--- src/rtl/olir_pkg.sv ---
// ----------------------------------------------------------------------------
// olir_pkg: shared types and codes for the ordered list core
// Command and status codes and the result beat passed to the output stage.
// ----------------------------------------------------------------------------
package olir_pkg;

    localparam int CmdW    = 4;
    localparam int StatusW = 3;
    localparam int ValueW  = 32;
    localparam int PosW    = 5;
    localparam int IndexW  = 4;
    localparam int CountW  = 5;

    localparam logic [CmdW-1:0] CMD_INS_AT     = 4'd0;
    localparam logic [CmdW-1:0] CMD_INS_FRONT  = 4'd1;
    localparam logic [CmdW-1:0] CMD_INS_BACK   = 4'd2;
    localparam logic [CmdW-1:0] CMD_REM_AT     = 4'd3;
    localparam logic [CmdW-1:0] CMD_REM_FRONT  = 4'd4;
    localparam logic [CmdW-1:0] CMD_REM_BACK   = 4'd5;
    localparam logic [CmdW-1:0] CMD_DUMP_FWD   = 4'd6;
    localparam logic [CmdW-1:0] CMD_DUMP_REV   = 4'd7;
    localparam logic [CmdW-1:0] CMD_FIND       = 4'd8;

    localparam logic [StatusW-1:0] STS_OK      = 3'd0;
    localparam logic [StatusW-1:0] STS_BADPOS  = 3'd1;
    localparam logic [StatusW-1:0] STS_EMPTY   = 3'd2;
    localparam logic [StatusW-1:0] STS_FULL    = 3'd3;
    localparam logic [StatusW-1:0] STS_NOMATCH = 3'd4;

    typedef struct packed {
        logic                     last;
        logic [CountW-1:0]        count;
        logic [IndexW-1:0]        index;
        logic signed [ValueW-1:0] value;
        logic [StatusW-1:0]       status;
    } beat_t;

endpackage

--- src/rtl/ordered_list_insert_remove_core.sv ---
// ----------------------------------------------------------------------------
// ordered_list_insert_remove_core: bounded ordered list of signed values
// Insert and remove at a position or either end, dump in either direction,
// and search for a value, reporting every matching index.
//
//   channel  dir  tdata fields (lsb first)                 tlast
//   s_       in   cmd, value, position                     -
//   m_       out  status, value_res, index, count          last_of_run
//
// End insert, end removal, error and spare codes respond from the decode; other
// inserts and removes shift entries first, and dump and find walk them, as the
// single read port reads one entry a cycle while the m_ side does not stall.
// aresetn (synchronous) empties the list; storage itself is not cleared.
// A stalled m_ side holds the sequencer, and s_tready stays low until the
// command has handed its last beat to the output register.
// ----------------------------------------------------------------------------
module ordered_list_insert_remove_core #(
    parameter int CAPACITY = 16
) (
    input  logic        aclk,
    input  logic        aresetn,
    input  logic        s_tvalid,
    output logic        s_tready,
    input  logic [47:0] s_tdata,  // cmd[3:0], value[35:4], position[40:36]
    output logic        m_tvalid,
    input  logic        m_tready,
    output logic [47:0] m_tdata,  // status[2:0], value_res[34:3], index[38:35], count[43:39]
    output logic        m_tlast
);

    localparam int IW = $clog2(CAPACITY);
    localparam int CW = $clog2(CAPACITY + 1);

    logic                 out_free;
    logic                 push;
    olir_pkg::beat_t      beat;
    logic                 m_tvalid_reg;
    logic [47:0]          m_tdata_reg;
    logic                 m_tlast_reg;
    logic                 mem_we, mem_re;
    logic [IW-1:0]        mem_waddr, mem_raddr;
    logic [31:0]          mem_wdata, mem_rdata;

    assign out_free = !m_tvalid_reg || m_tready;

    olir_ctrl #(
        .CAPACITY (CAPACITY),
        .IW       (IW),
        .CW       (CW)
    ) u_ctrl (
        .aclk      (aclk),
        .aresetn   (aresetn),
        .in_valid  (s_tvalid),
        .in_ready  (s_tready),
        .in_cmd    (s_tdata[3:0]),
        .in_value  (s_tdata[35:4]),
        .in_pos    (s_tdata[40:36]),
        .out_free  (out_free),
        .push      (push),
        .beat      (beat),
        .mem_we    (mem_we),
        .mem_waddr (mem_waddr),
        .mem_wdata (mem_wdata),
        .mem_re    (mem_re),
        .mem_raddr (mem_raddr),
        .mem_rdata (mem_rdata)
    );

    olir_mem #(
        .DEPTH (CAPACITY),
        .AW    (IW)
    ) u_mem (
        .aclk  (aclk),
        .we    (mem_we),
        .waddr (mem_waddr),
        .wdata (mem_wdata),
        .re    (mem_re),
        .raddr (mem_raddr),
        .rdata (mem_rdata)
    );

    // output register: load a beat when empty or being drained
    always_ff @(posedge aclk) begin
        if (!aresetn) begin
            m_tvalid_reg <= 1'b0;
        end else if (out_free) begin
            m_tvalid_reg <= push;
        end
        if (push) begin
            m_tdata_reg <= {4'b0, beat.count, beat.index, beat.value, beat.status};
            m_tlast_reg <= beat.last;
        end
    end

    assign m_tvalid = m_tvalid_reg;
    assign m_tdata  = m_tdata_reg;
    assign m_tlast  = m_tlast_reg;

endmodule

--- src/rtl/olir_mem.sv ---
// ----------------------------------------------------------------------------
// olir_mem: list storage
// One write port and one read port, read data registered and held while
// no read is issued.
// ----------------------------------------------------------------------------
module olir_mem #(
    parameter int DEPTH = 16,
    parameter int AW    = 4
) (
    input  logic          aclk,
    input  logic          we,
    input  logic [AW-1:0] waddr,
    input  logic [31:0]   wdata,
    input  logic          re,
    input  logic [AW-1:0] raddr,
    output logic [31:0]   rdata
);

    logic [31:0] mem [DEPTH];

    always_ff @(posedge aclk) begin
        if (we) begin
            mem[waddr] <= wdata;
        end
        if (re) begin
            rdata <= mem[raddr];
        end
    end

endmodule

--- src/rtl/olir_ctrl.sv ---
// ----------------------------------------------------------------------------
// olir_ctrl: command sequencer
// Decodes a command, then walks the storage one entry a cycle (a dump or find
// walk holds while the output stage is full) with a shared step/compare unit:
// shifting entries for insert and remove, reading them out for dump and find.
// ----------------------------------------------------------------------------
module olir_ctrl #(
    parameter int CAPACITY = 16,
    parameter int IW       = 4,
    parameter int CW       = 5
) (
    input  logic                           aclk,
    input  logic                           aresetn,
    input  logic                           in_valid,
    output logic                           in_ready,
    input  logic [olir_pkg::CmdW-1:0]      in_cmd,
    input  logic [olir_pkg::ValueW-1:0]    in_value,
    input  logic [olir_pkg::PosW-1:0]      in_pos,
    input  logic                           out_free,
    output logic                           push,
    output olir_pkg::beat_t                beat,
    output logic                           mem_we,
    output logic [IW-1:0]                  mem_waddr,
    output logic [31:0]                    mem_wdata,
    output logic                           mem_re,
    output logic [IW-1:0]                  mem_raddr,
    input  logic [31:0]                    mem_rdata
);

    localparam int WW = (CW > olir_pkg::PosW) ? CW : olir_pkg::PosW;

    typedef enum logic [5:0] {
        ST_IDLE  = 6'b000001,
        ST_SHIFT = 6'b000010,
        ST_PUT   = 6'b000100,
        ST_SCAN  = 6'b001000,
        ST_FLUSH = 6'b010000,
        ST_RESP  = 6'b100000
    } state_t;

    state_t                          state_reg, state_next;
    logic [CW-1:0]                   count_reg, count_next;
    logic [IW-1:0]                   idx_reg, idx_next;
    logic [IW-1:0]                   pos_reg, pos_next;
    logic [31:0]                     val_reg, val_next;
    logic                            dec_reg, dec_next;
    logic                            find_reg, find_next;
    logic                            pend_reg, pend_next;
    logic [IW-1:0]                   pend_idx_reg, pend_idx_next;
    logic [olir_pkg::StatusW-1:0]    res_status_reg, res_status_next;
    logic [IW-1:0]                   res_idx_reg, res_idx_next;

    logic [WW-1:0]                   cnt_w, pos_w, p_w, cnt_m1_w;
    logic [IW-1:0]                   cnt_m1;
    logic [IW:0]                     step1, step2;
    logic [IW-1:0]                   nxt, nxt2, lim;
    logic                            stop_shift, scan_done, match;
    logic [IW-1:0]                   beat_idx;

    assign in_ready = (state_reg == ST_IDLE);
    assign cnt_w    = WW'(count_reg);
    assign pos_w    = WW'(in_pos);
    assign cnt_m1_w = cnt_w - WW'(1);
    assign cnt_m1   = cnt_m1_w[IW-1:0];

    // shared walk unit: step the index by one or two and compare to the limit
    assign step1      = dec_reg ? ({1'b0, idx_reg} - (IW+1)'(1)) : ({1'b0, idx_reg} + (IW+1)'(1));
    assign step2      = dec_reg ? ({1'b0, idx_reg} - (IW+1)'(2)) : ({1'b0, idx_reg} + (IW+1)'(2));
    assign nxt        = step1[IW-1:0];
    assign nxt2       = step2[IW-1:0];
    assign lim        = (state_reg == ST_SHIFT) ? (dec_reg ? pos_reg : cnt_m1)
                                                : (dec_reg ? '0 : cnt_m1);
    assign stop_shift = (nxt == lim);
    assign scan_done  = (idx_reg == lim);
    assign match      = (mem_rdata == val_reg);

    always_comb begin
        state_next      = state_reg;
        count_next      = count_reg;
        idx_next        = idx_reg;
        pos_next        = pos_reg;
        val_next        = val_reg;
        dec_next        = dec_reg;
        find_next       = find_reg;
        pend_next       = pend_reg;
        pend_idx_next   = pend_idx_reg;
        res_status_next = res_status_reg;
        res_idx_next    = res_idx_reg;
        p_w             = pos_w;
        push            = 1'b0;
        beat.status     = olir_pkg::STS_OK;
        beat.value      = '0;
        beat.last       = 1'b1;
        beat.count      = olir_pkg::CountW'(count_reg);
        beat_idx        = res_idx_reg;
        mem_we          = 1'b0;
        mem_waddr       = idx_reg;
        mem_wdata       = mem_rdata;
        mem_re          = 1'b0;
        mem_raddr       = nxt;

        unique case (state_reg)
            ST_IDLE: begin
                if (in_valid) begin
                    res_idx_next    = '0;
                    res_status_next = olir_pkg::STS_OK;
                    state_next      = ST_RESP;
                    val_next        = in_value;
                    if (in_cmd == olir_pkg::CMD_INS_AT || in_cmd == olir_pkg::CMD_INS_FRONT ||
                        in_cmd == olir_pkg::CMD_INS_BACK) begin
                        if (in_cmd == olir_pkg::CMD_INS_FRONT) begin
                            p_w = '0;
                        end else if (in_cmd == olir_pkg::CMD_INS_BACK) begin
                            p_w = cnt_w;
                        end
                        if (p_w > cnt_w) begin
                            res_status_next = olir_pkg::STS_BADPOS;
                        end else if (cnt_w >= WW'(CAPACITY)) begin
                            res_status_next = olir_pkg::STS_FULL;
                        end else if (p_w == cnt_w) begin
                            mem_we       = 1'b1;
                            mem_waddr    = p_w[IW-1:0];
                            mem_wdata    = in_value;
                            count_next   = count_reg + CW'(1);
                            res_idx_next = p_w[IW-1:0];
                        end else begin
                            // open a gap: move entries up from the tail
                            mem_re     = 1'b1;
                            mem_raddr  = cnt_m1;
                            idx_next   = count_reg[IW-1:0];
                            pos_next   = p_w[IW-1:0];
                            dec_next   = 1'b1;
                            state_next = ST_SHIFT;
                        end
                    end else if (in_cmd == olir_pkg::CMD_REM_AT ||
                                 in_cmd == olir_pkg::CMD_REM_FRONT ||
                                 in_cmd == olir_pkg::CMD_REM_BACK) begin
                        if (in_cmd == olir_pkg::CMD_REM_FRONT) begin
                            p_w = '0;
                        end else if (in_cmd == olir_pkg::CMD_REM_BACK) begin
                            p_w = cnt_m1_w;
                        end
                        if (count_reg == '0) begin
                            res_status_next = olir_pkg::STS_EMPTY;
                        end else if (p_w >= cnt_w) begin
                            res_status_next = olir_pkg::STS_BADPOS;
                        end else if (p_w == cnt_m1_w) begin
                            count_next   = count_reg - CW'(1);
                            res_idx_next = p_w[IW-1:0];
                        end else begin
                            // close the gap: move entries down toward it
                            mem_re     = 1'b1;
                            mem_raddr  = p_w[IW-1:0] + IW'(1);
                            idx_next   = p_w[IW-1:0];
                            pos_next   = p_w[IW-1:0];
                            dec_next   = 1'b0;
                            state_next = ST_SHIFT;
                        end
                    end else if (in_cmd == olir_pkg::CMD_DUMP_FWD ||
                                 in_cmd == olir_pkg::CMD_DUMP_REV ||
                                 in_cmd == olir_pkg::CMD_FIND) begin
                        if (count_reg == '0) begin
                            res_status_next = olir_pkg::STS_EMPTY;
                        end else begin
                            dec_next   = (in_cmd == olir_pkg::CMD_DUMP_REV);
                            find_next  = (in_cmd == olir_pkg::CMD_FIND);
                            pend_next  = 1'b0;
                            mem_re     = 1'b1;
                            mem_raddr  = (in_cmd == olir_pkg::CMD_DUMP_REV) ? cnt_m1 : '0;
                            idx_next   = (in_cmd == olir_pkg::CMD_DUMP_REV) ? cnt_m1 : '0;
                            state_next = ST_SCAN;
                        end
                    end
                end
            end
            ST_SHIFT: begin
                mem_we    = 1'b1;
                mem_waddr = idx_reg;
                mem_wdata = mem_rdata;
                if (!stop_shift) begin
                    mem_re    = 1'b1;
                    mem_raddr = nxt2;
                    idx_next  = nxt;
                end else if (dec_reg) begin
                    state_next = ST_PUT;
                end else begin
                    count_next   = count_reg - CW'(1);
                    res_idx_next = pos_reg;
                    state_next   = ST_RESP;
                end
            end
            ST_PUT: begin
                mem_we       = 1'b1;
                mem_waddr    = pos_reg;
                mem_wdata    = val_reg;
                count_next   = count_reg + CW'(1);
                res_idx_next = pos_reg;
                state_next   = ST_RESP;
            end
            ST_SCAN: begin
                if (out_free) begin
                    if (!find_reg) begin
                        push       = 1'b1;
                        beat.value = mem_rdata;
                        beat_idx   = idx_reg;
                        beat.last  = scan_done;
                    end else if (match) begin
                        // hold the newest match back until the run end is known
                        push          = pend_reg;
                        beat.value    = val_reg;
                        beat_idx      = pend_idx_reg;
                        beat.last     = 1'b0;
                        pend_next     = 1'b1;
                        pend_idx_next = idx_reg;
                    end
                    if (scan_done) begin
                        state_next = find_reg ? ST_FLUSH : ST_IDLE;
                    end else begin
                        mem_re    = 1'b1;
                        mem_raddr = nxt;
                        idx_next  = nxt;
                    end
                end
            end
            ST_FLUSH: begin
                if (out_free) begin
                    push        = 1'b1;
                    beat.status = pend_reg ? olir_pkg::STS_OK : olir_pkg::STS_NOMATCH;
                    beat.value  = pend_reg ? val_reg : '0;
                    beat_idx    = pend_reg ? pend_idx_reg : '0;
                    state_next  = ST_IDLE;
                end
            end
            ST_RESP: begin
                if (out_free) begin
                    push        = 1'b1;
                    beat.status = res_status_reg;
                    state_next  = ST_IDLE;
                end
            end
            default: begin
                state_next = ST_IDLE;
            end
        endcase

        beat.index = olir_pkg::IndexW'(beat_idx);
    end

    always_ff @(posedge aclk) begin
        if (!aresetn) begin
            state_reg <= ST_IDLE;
            count_reg <= '0;
        end else begin
            state_reg <= state_next;
            count_reg <= count_next;
        end
        idx_reg        <= idx_next;
        pos_reg        <= pos_next;
        val_reg        <= val_next;
        dec_reg        <= dec_next;
        find_reg       <= find_next;
        pend_reg       <= pend_next;
        pend_idx_reg   <= pend_idx_next;
        res_status_reg <= res_status_next;
        res_idx_reg    <= res_idx_next;
    end

`ifndef SYNTHESIS
    a_count_bound: assert property (@(posedge aclk) disable iff (!aresetn)
        count_reg <= CW'(CAPACITY))
        else $error("entry count above capacity");

    a_push_free: assert property (@(posedge aclk) disable iff (!aresetn)
        push |-> out_free)
        else $error("result pushed into a full output stage");

    a_idle_quiet: assert property (@(posedge aclk) disable iff (!aresetn)
        (state_reg == ST_IDLE) |-> !push)
        else $error("result pushed while idle");

    a_port_clash: assert property (@(posedge aclk) disable iff (!aresetn)
        (mem_we && mem_re) |-> (mem_waddr != mem_raddr))
        else $error("read and write to the same entry in one cycle");

    a_count_step: assert property (@(posedge aclk) disable iff (!aresetn)
        (state_reg != ST_IDLE && state_reg != ST_SHIFT && state_reg != ST_PUT)
            |=> $stable(count_reg))
        else $error("count changed outside insert or remove");
`endif

endmodule
--- config.mk ---
export PLATFORM = sky130hd
export DESIGN_NAME = ordered_list_insert_remove_core
export DESIGN_NICKNAME = d
export VERILOG_FILES = /design/src/rtl/olir_pkg.sv /design/src/rtl/ordered_list_insert_remove_core.sv /design/src/rtl/olir_mem.sv /design/src/rtl/olir_ctrl.sv
export SDC_FILE = /design/constraint.sdc
export NUM_CORES = 1
export LEC_CHECK = 0
export BUFFER_PORTS_ARGS = -buffer_cell sky130_fd_sc_hd__buf_2
export CAP_MARGIN = 0
export CORE_ASPECT_RATIO = 1.5
export CORE_MARGIN = 8
export CORE_UTILIZATION = 45
export DETAILED_ROUTE_END_ITERATION = 10
export HOLD_SLACK_MARGIN = 0.03
export PLACE_DENSITY_LB_ADDON = 0.05
export SYNTH_ARGS = -nofsm -noshare
export SYNTH_HDL_FRONTEND = slang
export SYNTH_HIERARCHICAL = 1
export SYNTH_SLANG_ARGS = --single-unit
--- constraint.sdc ---
create_clock -name aclk -period 7.55 [get_ports aclk]
set_input_delay 0.755 -clock aclk [delete_from_list [all_inputs] [get_ports aclk]]
set_output_delay 0.755 -clock aclk [all_outputs]
set_load 0.1 [all_outputs]
==> results.txt, run 1 <==
----------------------------------------------------
[Run status]
  Outcome ... completed

[Synthesis]
  Async set-reset flop share out of synthesis ... 0%
  Count of warnings emitted by yosys ... 6
  Portion of netlist area occupied by mux cells ... 11.1%
  Synthesized area ... 0.0272 mm2
  Number of distinct library cells after synthesis ... 71
  Compound-gate portion of the synthesized area ... 7.43%
  Proportion of synthesized chip area in sequential cells ... 71.7%
  Total of flip-flops plus latches after synthesis ... 654
  Average cell area after synthesis ... 17.4 um2
  Post-Synth XOR/XNOR Area ... 1.61%
  Area fraction in and, or, nand and nor cells after synthesis ... 5.64%
  Instance count of the mapped netlist ... 1562
  Post-synth top flop ... sky130_fd_sc_hd__edfxtp_1
  Number of enable flip-flop cells after synthesis ... 642
  Main combinational cell family by area after synthesis ... multiplexers
  Arithmetic-cell share of the synthesized area counting full adders, half adders and majority gates ... 0.790%

[Die]
  Initial standard-cell utilization of the core ... 45.4%
  Horizontal die dimension ... 217 um
  Row cnt ... 110
  Core ar. ... 0.0600 mm2
  Number of ports placed on the die boundary ... 103
  Die H ... 317 um
  Total Die Area ... 0.0688 mm2

[Global routing]
  Total GRT Usage ... 22.1%
  Global route overflow ... 0
  Via count of the first global-routing pass ... 15600
  Largest net degree at the start of global routing ... 90
  First-pass GRT wire length ... 110000 um
  Number of antenna violations at the first check in global routing ... 0

[STA]
  Min Tclk post-route ... 6.43 ns
  Worst-Margin Slew ... 1.01 ns
  Final setup violation count ... 0
  RSZ-0062 raised after global routing ... false
  Summed negative setup slack over all endpoints ... 0 ns
  Final number of hold-violating endpoints ... 0
  Headroom to the max-slew limit ... 32.4%
  Max-slew violation count ... 0
  Achievable clock frequency ... 155 MHz
  Period utilization ... 85.2%
  Worst Clk Skew ... 0.0264 ns

[Routing]
  DRT iter0 DRCs ... 1406
  ANT nets after route ... 0
  Router iterations before antenna repair ... 5
  Average via count per standard cell ... 6.07
  Remaining design rule violation count ... 0
  Overall routed net length ... 76100 um
  Average detailed-routed wire length per instance ... 30.4 um
  Count of vias placed by the detailed router ... 15200

[Clocking]
  Number of clock buffers inserted by TritonCTS ... 61
  CTS Root Cell ... sky130_fd_sc_hd__clkbuf_16
  Insertion delay to the later sink of the worst-skew pair ... 0.63 ns
  Clock tree from TritonCTS ... built
  Setup Buffers After CTS ... 0
  Clock slew at the register clock pins of the worst setup and hold paths ... 0.07 ns
  Cts-stage hold buffer count ... 0
  Number of H-tree levels ... 2
  Post-CTS sizing ... 0
  TritonCTS sink count ... 654
  Maximum clock insertion buffer count ... 3

[Power]
  Static leakage ... 10.1 nW
  Peak supply drop ... 0.308 mV
  Total power per unit cell area ... 373 mW/mm2
  Power, Total ... 0.0115 W

[Setup path]
  Required arrival time at the worst endpoint ... 7.92 ns
  Number of buffers and inverters on the critical path ... 3
  Type of the worst setup path ... reg2reg
  Biggest fanout along the worst timing path ... 24
  CP dominant cell by count ... sky130_fd_sc_hd__a211oi_1
  Top Family by Delay on Critical Path ... compound AO/OA/AOI/OAI gates
  Category of the worst setup path capture point ... flip-flop
  Launching element type of the critical path ... flip-flop
  Arrival time at the worst endpoint ... 6.80 ns
  Cell with the largest stage delay on the worst path ... sky130_fd_sc_hd__dfxtp_1
  Delay of the slowest critical-path stage ... 0.77 ns
  Cells traversed along the worst timing path ... inv_1 -> ha_1 -> xnor2_1 -> buf_4 -> nor2_1 -> a22o_1 -> ha_1 -> a21oi_1 -> o21ai_0 -> o21ai_0 -> a31oi_1 -> a211oi_1 -> a211oi_1 -> a211oi_1 -> o221ai_1 -> and2_2 -> buf_4 -> a22oi_1 -> nand2_1

[Place]
  Placer's final routability congestion estimate ... 0.956
  Placed wire-length estimate ... 44100 um
  Number of port buffers ... 91

[Cells and area]
  Syn-to-layout area delta ... 13.6%
  Final-stage net count ... 1736
  Antenna Diode Count ... 0
  Fill cell count ... 4988
  Flip-flop count of the largest register, all copies and words added ... 512
  Fraction of layout cells with a size suffix above 1 ... 23.9%
  Finished Core Util ... 51.6%

[Min path]
  Hold crit path type ... in2reg

[Run]
  Maxcap violations ... 0

----------------------------------------------------
synthesized netlist by cell type, drive strengths merged (3+ instances only):
master	n	share of area [%]
nor2	59	0.81
xor2	7	0.23
a221oi	3	0.16
a22oi	106	2.9
nand2b	5	0.14
and3	5	0.11
a21oi	26	0.48
or3	3	0.069
o31ai	7	0.19
nor3b	4	0.11
and2	11	0.25
o21ai	40	0.74
a22o	42	1.4
o211ai	5	0.14
nand3	10	0.18
mux2	3	0.12
a211oi	7	0.21
buf	42	0.88
nand3b	7	0.19
nand2	146	2.0
nand4	13	0.30
inv	15	0.21
dfxtp	12	0.88
o21a	5	0.14
mux2i	10	0.37
ha	14	0.64
clkbuf	49	0.68
xnor2	43	1.4
mux4	128	11
edfxtp	642	71
o221ai	7	0.23
a221o	4	0.15
or2	6	0.14
nor3	17	0.31
nor2b	19	0.44
nor4	6	0.16
placed cells by master (no fill, tap or decap), types with 29 or more instances in the layout:
cell / n
sky130_fd_sc_hd__clkbuf_16: 61
sky130_fd_sc_hd__o21ai_0: 37
sky130_fd_sc_hd__nor2_1: 43
sky130_fd_sc_hd__buf_2: 91
sky130_fd_sc_hd__xnor2_1: 43
sky130_fd_sc_hd__nand2_1: 146
sky130_fd_sc_hd__mux4_2: 128
sky130_fd_sc_hd__edfxtp_1: 642
sky130_fd_sc_hd__buf_4: 29
sky130_fd_sc_hd__a22oi_1: 106
sky130_fd_sc_hd__a22o_1: 42
cell families after synthesis:
kind of cell | Yosys count
XOR/XNOR | 50
AO/OA/AOI/OAI | 273
flip-flops | 654
multiplexers | 141
buffers and inverters | 106
AND/OR/NAND/NOR | 321
adder cells (fa/ha/maj) | 16
other | 1
worst register-to-register path, stage by stage (launching register included):
cell and delay (ns):
sky130_fd_sc_hd__dfxtp_1 0.77, sky130_fd_sc_hd__inv_1 0.20, sky130_fd_sc_hd__ha_1 0.37, sky130_fd_sc_hd__xnor2_1 0.16
sky130_fd_sc_hd__buf_4 0.19, sky130_fd_sc_hd__nor2_1 0.10, sky130_fd_sc_hd__a22o_1 0.39, sky130_fd_sc_hd__ha_1 0.33
sky130_fd_sc_hd__a21oi_1 0.18, sky130_fd_sc_hd__o21ai_0 0.13, sky130_fd_sc_hd__o21ai_0 0.25, sky130_fd_sc_hd__a31oi_1 0.28
sky130_fd_sc_hd__a211oi_1 0.69, sky130_fd_sc_hd__a211oi_1 0.16, sky130_fd_sc_hd__a211oi_1 0.27, sky130_fd_sc_hd__o221ai_1 0.37
sky130_fd_sc_hd__and2_2 0.65, sky130_fd_sc_hd__buf_4 0.37, sky130_fd_sc_hd__a22oi_1 0.21, sky130_fd_sc_hd__nand2_1 0.10
report_power, final:
| part | leakage (nW) | switching [W] | internal, W |
|---|---|---|---|
| sequential | 5.91 | 0.000172 | 0.00446 |
| combinational | 3.21 | 0.00239 | 0.00136 |
| clock | 1.01 | 0.00138 | 0.00176 |
| total | 10.1 | 0.00394 | 0.00759 |
layer usage:
layer	routed length, um	track usage [%]	up-vias
met5	0	0	-
met4	2980	8.21	0
met3	3640	2.68	127
met2	39500	39.3	494
met1	30000	27.4	8054
li1	-	-	6532
stage by stage:
| stage | area, um2 | worst slack (ns) | cells | hold slack [ns] |
|---|---|---|---|---|
| after CTS | 30900 | 1.22 | 2505 | 0.284 |
| final | 30900 | 1.12 | 2505 | 0.313 |
| after global routing | 30900 | 0.845 | 2505 | 0.289 |
| after global placement | 28900 | 1.34 | 2389 | 0.504 |
| after floorplan | 27200 | 0.688 | 1565 | 0.440 |
| after detailed placement | 28900 | 1.24 | 2389 | 0.503 |
worst paths after layout:
kind | cells past startpoint | endpoint | slack, ns | start
worst max-delay path | 19 | u_mem/rdata[5] | 1.12 | u_ctrl/cnt_w[0]
worst min-delay path | 1 | u_ctrl/val_reg[18] | 0.31 | s_tdata[22]
worst max register to register | 19 | u_mem/rdata[5] | 1.12 | u_ctrl/cnt_w[0]
worst min register to register | 1 | m_tdata[1] | 0.52 | u_ctrl/res_status_reg[1]
area by class of cell:
| cell class | count | area [um2] | area share [%] |
|---|---|---|---|
| repair buffers | 131 | 893 | 2.89 |
| clock buffers | 66 | 1550 | 4.99 |
| inverters | 15 | 56.3 | 0.182 |
| clock inverters | 50 | 494 | 1.60 |
| well taps | 784 | 981 | 3.17 |
| multi-input cells | 805 | 7460 | 24.1 |
| flip-flops and latches | 654 | 19500 | 63.1 |
Note: power is estimated with default switching activity, not from simulation.
==> run 2: changes to the inputs <==
--- a/config.mk
+++ b/config.mk
@@ -15,5 +15,4 @@
 export PLACE_DENSITY_LB_ADDON = 0.05
 export SYNTH_ARGS = -nofsm -noshare
 export SYNTH_HDL_FRONTEND = slang
-export SYNTH_HIERARCHICAL = 1
 export SYNTH_SLANG_ARGS = --single-unit
==> run 2 against run 1 <==
  * Synthesized cell count is 26% higher
  * Clock skew increased by 0.0027 ns
  * Non-clock buffer count rose by 21
  * Sequential share of layout area down 2.0 points
  * Critical path depth shrank 1
  * Critical path type unchanged
  * Critical endpoint is now u_mem.rdata[31]
==> results.txt, run 2 <==
----------------------------------------------------
[Synthesis]
  Total of flip-flops plus latches after synthesis ... 654
  Arithmetic-cell share of the synthesized area counting full adders, half adders and majority gates ... 0.759%
  Post-synth top flop ... sky130_fd_sc_hd__edfxtp_1
  Instance count of the mapped netlist ... 1964
  Post-Synth XOR/XNOR Area ... 1.87%
  Area fraction in and, or, nand and nor cells after synthesis ... 7.16%
  Top-area cell type share of the netlist area ... 68.0%
  Portion of netlist area occupied by mux cells ... 6.02%
  Commonest cells post-synth ... sky130_fd_sc_hd__edfxtp_1 (642), sky130_fd_sc_hd__mux2i_1 (131), sky130_fd_sc_hd__nand2_1 (125)
  Number of enable flip-flop cells after synthesis ... 642
  Compound-gate portion of the synthesized area ... 12.6%
  Synthesized area ... 0.0283 mm2
  Leading cell type by number of instances after synthesis ... sky130_fd_sc_hd__edfxtp_1
  Main combinational cell family by area after synthesis ... compound AO/OA/AOI/OAI gates
  Number of distinct library cells after synthesis ... 85
  Proportion of synthesized chip area in sequential cells ... 68.9%
  Top cells by area, synth ... sky130_fd_sc_hd__edfxtp_1 (68%), sky130_fd_sc_hd__mux2i_1 (4.6%), sky130_fd_sc_hd__a211oi_1 (2.6%), sky130_fd_sc_hd__o21ai_0 (2.0%), sky130_fd_sc_hd__nand3_1 (1.9%)
  Async set-reset flop share out of synthesis ... 0%
  Top cell type by total area after synthesis ... sky130_fd_sc_hd__edfxtp_1
  Average cell area after synthesis ... 14.4 um2
  Count of warnings emitted by yosys ... 0

[Die]
  Total Die Area ... 0.0714 mm2
  Number of ports placed on the die boundary ... 103
  Core ar. ... 0.0622 mm2
  Row cnt ... 112
  Horizontal die dimension ... 221 um
  Die H ... 323 um
  Initial standard-cell utilization of the core ... 45.6%

[Place]
  Number of port buffers ... 91
  Post-Place Setup Slack ... 0.970 ns
  Post-detailed-placement cell area ... 0.0299 mm2
  Placed Cells incl. Taps ... 2776
  Placed wire-length estimate ... 47200 um
  Placer's final routability congestion estimate ... 0.875

[Setup path]
  CP dominant cell by count ... sky130_fd_sc_hd__ha_1
  FF-to-FF path depth ... 18
  Type of the worst setup path ... reg2reg
  Cells traversed along the worst timing path ... inv_1 -> ha_1 -> xnor2_2 -> o31ai_2 -> ha_1 -> a21oi_1 -> o21ai_0 -> a211oi_2 -> o311ai_2 -> a211o_1 -> o31a_1 -> a31o_4 -> nor2_4 -> buf_12 -> buf_4 -> mux2_2 -> a2111o_1 -> or3_1
  Launching element type of the critical path ... flip-flop
  Worst setup path endpoint ... u_mem.rdata[31]
  Arrival time at the worst endpoint ... 6.60 ns
  Category of the worst setup path capture point ... flip-flop
  Cell with the largest stage delay on the worst path ... sky130_fd_sc_hd__dfxtp_1
  Biggest fanout along the worst timing path ... 19
  Delay of the slowest critical-path stage ... 0.58 ns
  Crit path from ... u_ctrl.cnt_w[1]
  Worst reg2reg path endpoint ... u_mem.rdata[31]
  Internal reg-to-reg setup slack ... 1.30 ns
  Required arrival time at the worst endpoint ... 7.90 ns
  Reg2reg start ... u_ctrl.cnt_w[1]

[Cells and area]
  Register area ... 0.0195 mm2
  Most frequent cells in the layout ... sky130_fd_sc_hd__edfxtp_1 (642), sky130_fd_sc_hd__mux2i_1 (131), sky130_fd_sc_hd__nand2_1 (125)
  Flip-flop count of the largest register, all copies and words added ... 512
  Count of placed standard cells in the final layout, fillers left out ... 2890
  Finished Cell Area ... 0.0319 mm2
  Antenna Diode Count ... 0
  Fraction of layout cells with a size suffix above 1 ... 14.3%
  Most common cell after layout, fill and taps aside ... sky130_fd_sc_hd__edfxtp_1
  Final-stage net count ... 2115
  Multi-input gate area ... 0.00829 mm2
  Fill cell count ... 5280
  Syn-to-layout area delta ... 12.7%

[Routing]
  Router iterations before antenna repair ... 5
  ANT nets after route ... 0
  Overall routed net length ... 81300 um
  Average via count per standard cell ... 6.16
  Count of vias placed by the detailed router ... 17800
  Average detailed-routed wire length per instance ... 28.1 um
  Remaining design rule violation count ... 0
  DRT iter0 DRCs ... 1731

[STA]
  Max-slew violation count ... 0
  Achievable clock frequency ... 160 MHz
  Worst Clk Skew ... 0.0291 ns
  Period utilization ... 82.8%
  Summed negative setup slack over all endpoints ... 0 ns
  Min Tclk post-route ... 6.25 ns
  Final setup violation count ... 0
  Post-route setup slack ... 1.30 ns
  Worst-Margin Slew ... 1.15 ns
  RSZ-0062 raised after global routing ... false
  Headroom to the max-slew limit ... 23.4%
  Final number of hold-violating endpoints ... 0

[Clocking]
  Post-CTS sizing ... 0
  Number of clock buffers inserted by TritonCTS ... 67
  Insertion delay to the later sink of the worst-skew pair ... 0.61 ns
  CTS Root Cell ... sky130_fd_sc_hd__clkbuf_16
  Number of H-tree levels ... 3
  Maximum clock insertion buffer count ... 3
  Clock tree from TritonCTS ... built
  TritonCTS sink count ... 654
  Setup Buffers After CTS ... 0
  Clock slew at the register clock pins of the worst setup and hold paths ... 0.06 ns
  Cts-stage hold buffer count ... 0

[Global routing]
  Total GRT Usage ... 22.6%
  Number of antenna violations at the first check in global routing ... 0
  First-pass GRT wire length ... 120000 um
  Via count of the first global-routing pass ... 18000
  Largest net degree at the start of global routing ... 97
  Global route overflow ... 0

[Run]
  Maxcap violations ... 0

[Power]
  Total power per unit cell area ... 356 mW/mm2
  Peak supply drop ... 0.266 mV
  Static leakage ... 11.0 nW

[Run status]
  Outcome ... completed

[Min path]
  Hold crit path type ... in2reg

----------------------------------------------------
-- run 2: cell count changes in the layout (fill, tap and decap cells not counted), sizes merged, moves of 21 or more --
cell    previous run  this run
o22ai              0        68
mux2i             10       131
a211oi             7       101
or3                3        37
a2111o             0        32
mux2               3        35
nand3             10       108
o21ai             40       130
mux4             128         0
nand2            146       125
buf              131       152
a22oi            106        40
-- run 2: worst min path at each step --
stage,startpoint,to,slack (ns),cells past startpoint
floorplan,u_ctrl.idx_reg[3],u_ctrl.pend_idx_reg[3],0.42,0
global placement,u_ctrl.res_status_reg[1],m_tdata[1],0.51,1
detailed placement,u_ctrl.res_status_reg[1],m_tdata[1],0.51,1
CTS,s_tdata[35],u_ctrl.val_reg[31],0.31,1
global route,s_tdata[26],u_ctrl.val_reg[22],0.33,1
finish,s_tdata[35],u_ctrl.val_reg[31],0.34,1
-- run 2: area by class of cell --
cell class              instances  area share (%)
clock buffers                  83            5.70
flip-flops and latches        654            61.1
multi-input cells            1152            26.0
clock inverters                31           0.564
repair buffers                152            3.29
inverters                      20           0.235
well taps                     798            3.13
-- run 2: cells by family (layout without fill, tap and decap cells) --
group	count (synthesis)	in the layout
adders and majority gates	16	16
xor gates and xnor gates	58	58
other	1	4
DFF	654	654
buffers and inverters	161	286
muxes	166	166
AOI/OAI and AO/OA	497	497
and+or+nand+nor	411	411
-- run 2: metal layers --
metal	vias up	wire, um	global-route usage, %
met5	-	0	0
met1	9024	33600	28.5
met4	0	3450	10.6
met3	175	4960	3.69
met2	665	39300	38.0
li1	7929	-	-
-- run 2: power breakdown --
group / leakage [nW] / internal (W) / switching, W
clock network: 0.984 / 0.00174 / 0.00135
registers: 5.90 / 0.00443 / 0.000154
logic: 4.09 / 0.00120 / 0.00248
total: 11.0 / 0.00737 / 0.00398
-- run 2: metrics by stage --
stage | hold slack [ns] | utilization [%] | power [W]
3_3_place_gp | 0.510 | 48.1 | 0.00831
2_1_floorplan | 0.424 | - | 0.00717
6_report | 0.342 | 51.3 | 0.0114
5_1_grt | 0.330 | 51.3 | 0.0118
3_5_place_dp | 0.511 | 48.1 | 0.00835
4_1_cts | 0.310 | 51.3 | 0.0115
-- run 2: worst max-delay path: cells and delay by family, from the launching register on --
family / cells / cell delay, ns
AO/OA/AOI/OAI: 9 / 2.73
XOR/XNOR: 1 / 0.27
adder cells (fa/ha/maj): 2 / 0.67
AND/OR/NAND/NOR: 2 / 0.79
buffers and inverters: 3 / 0.61
multiplexers: 1 / 0.34
flip-flops: 1 / 0.58
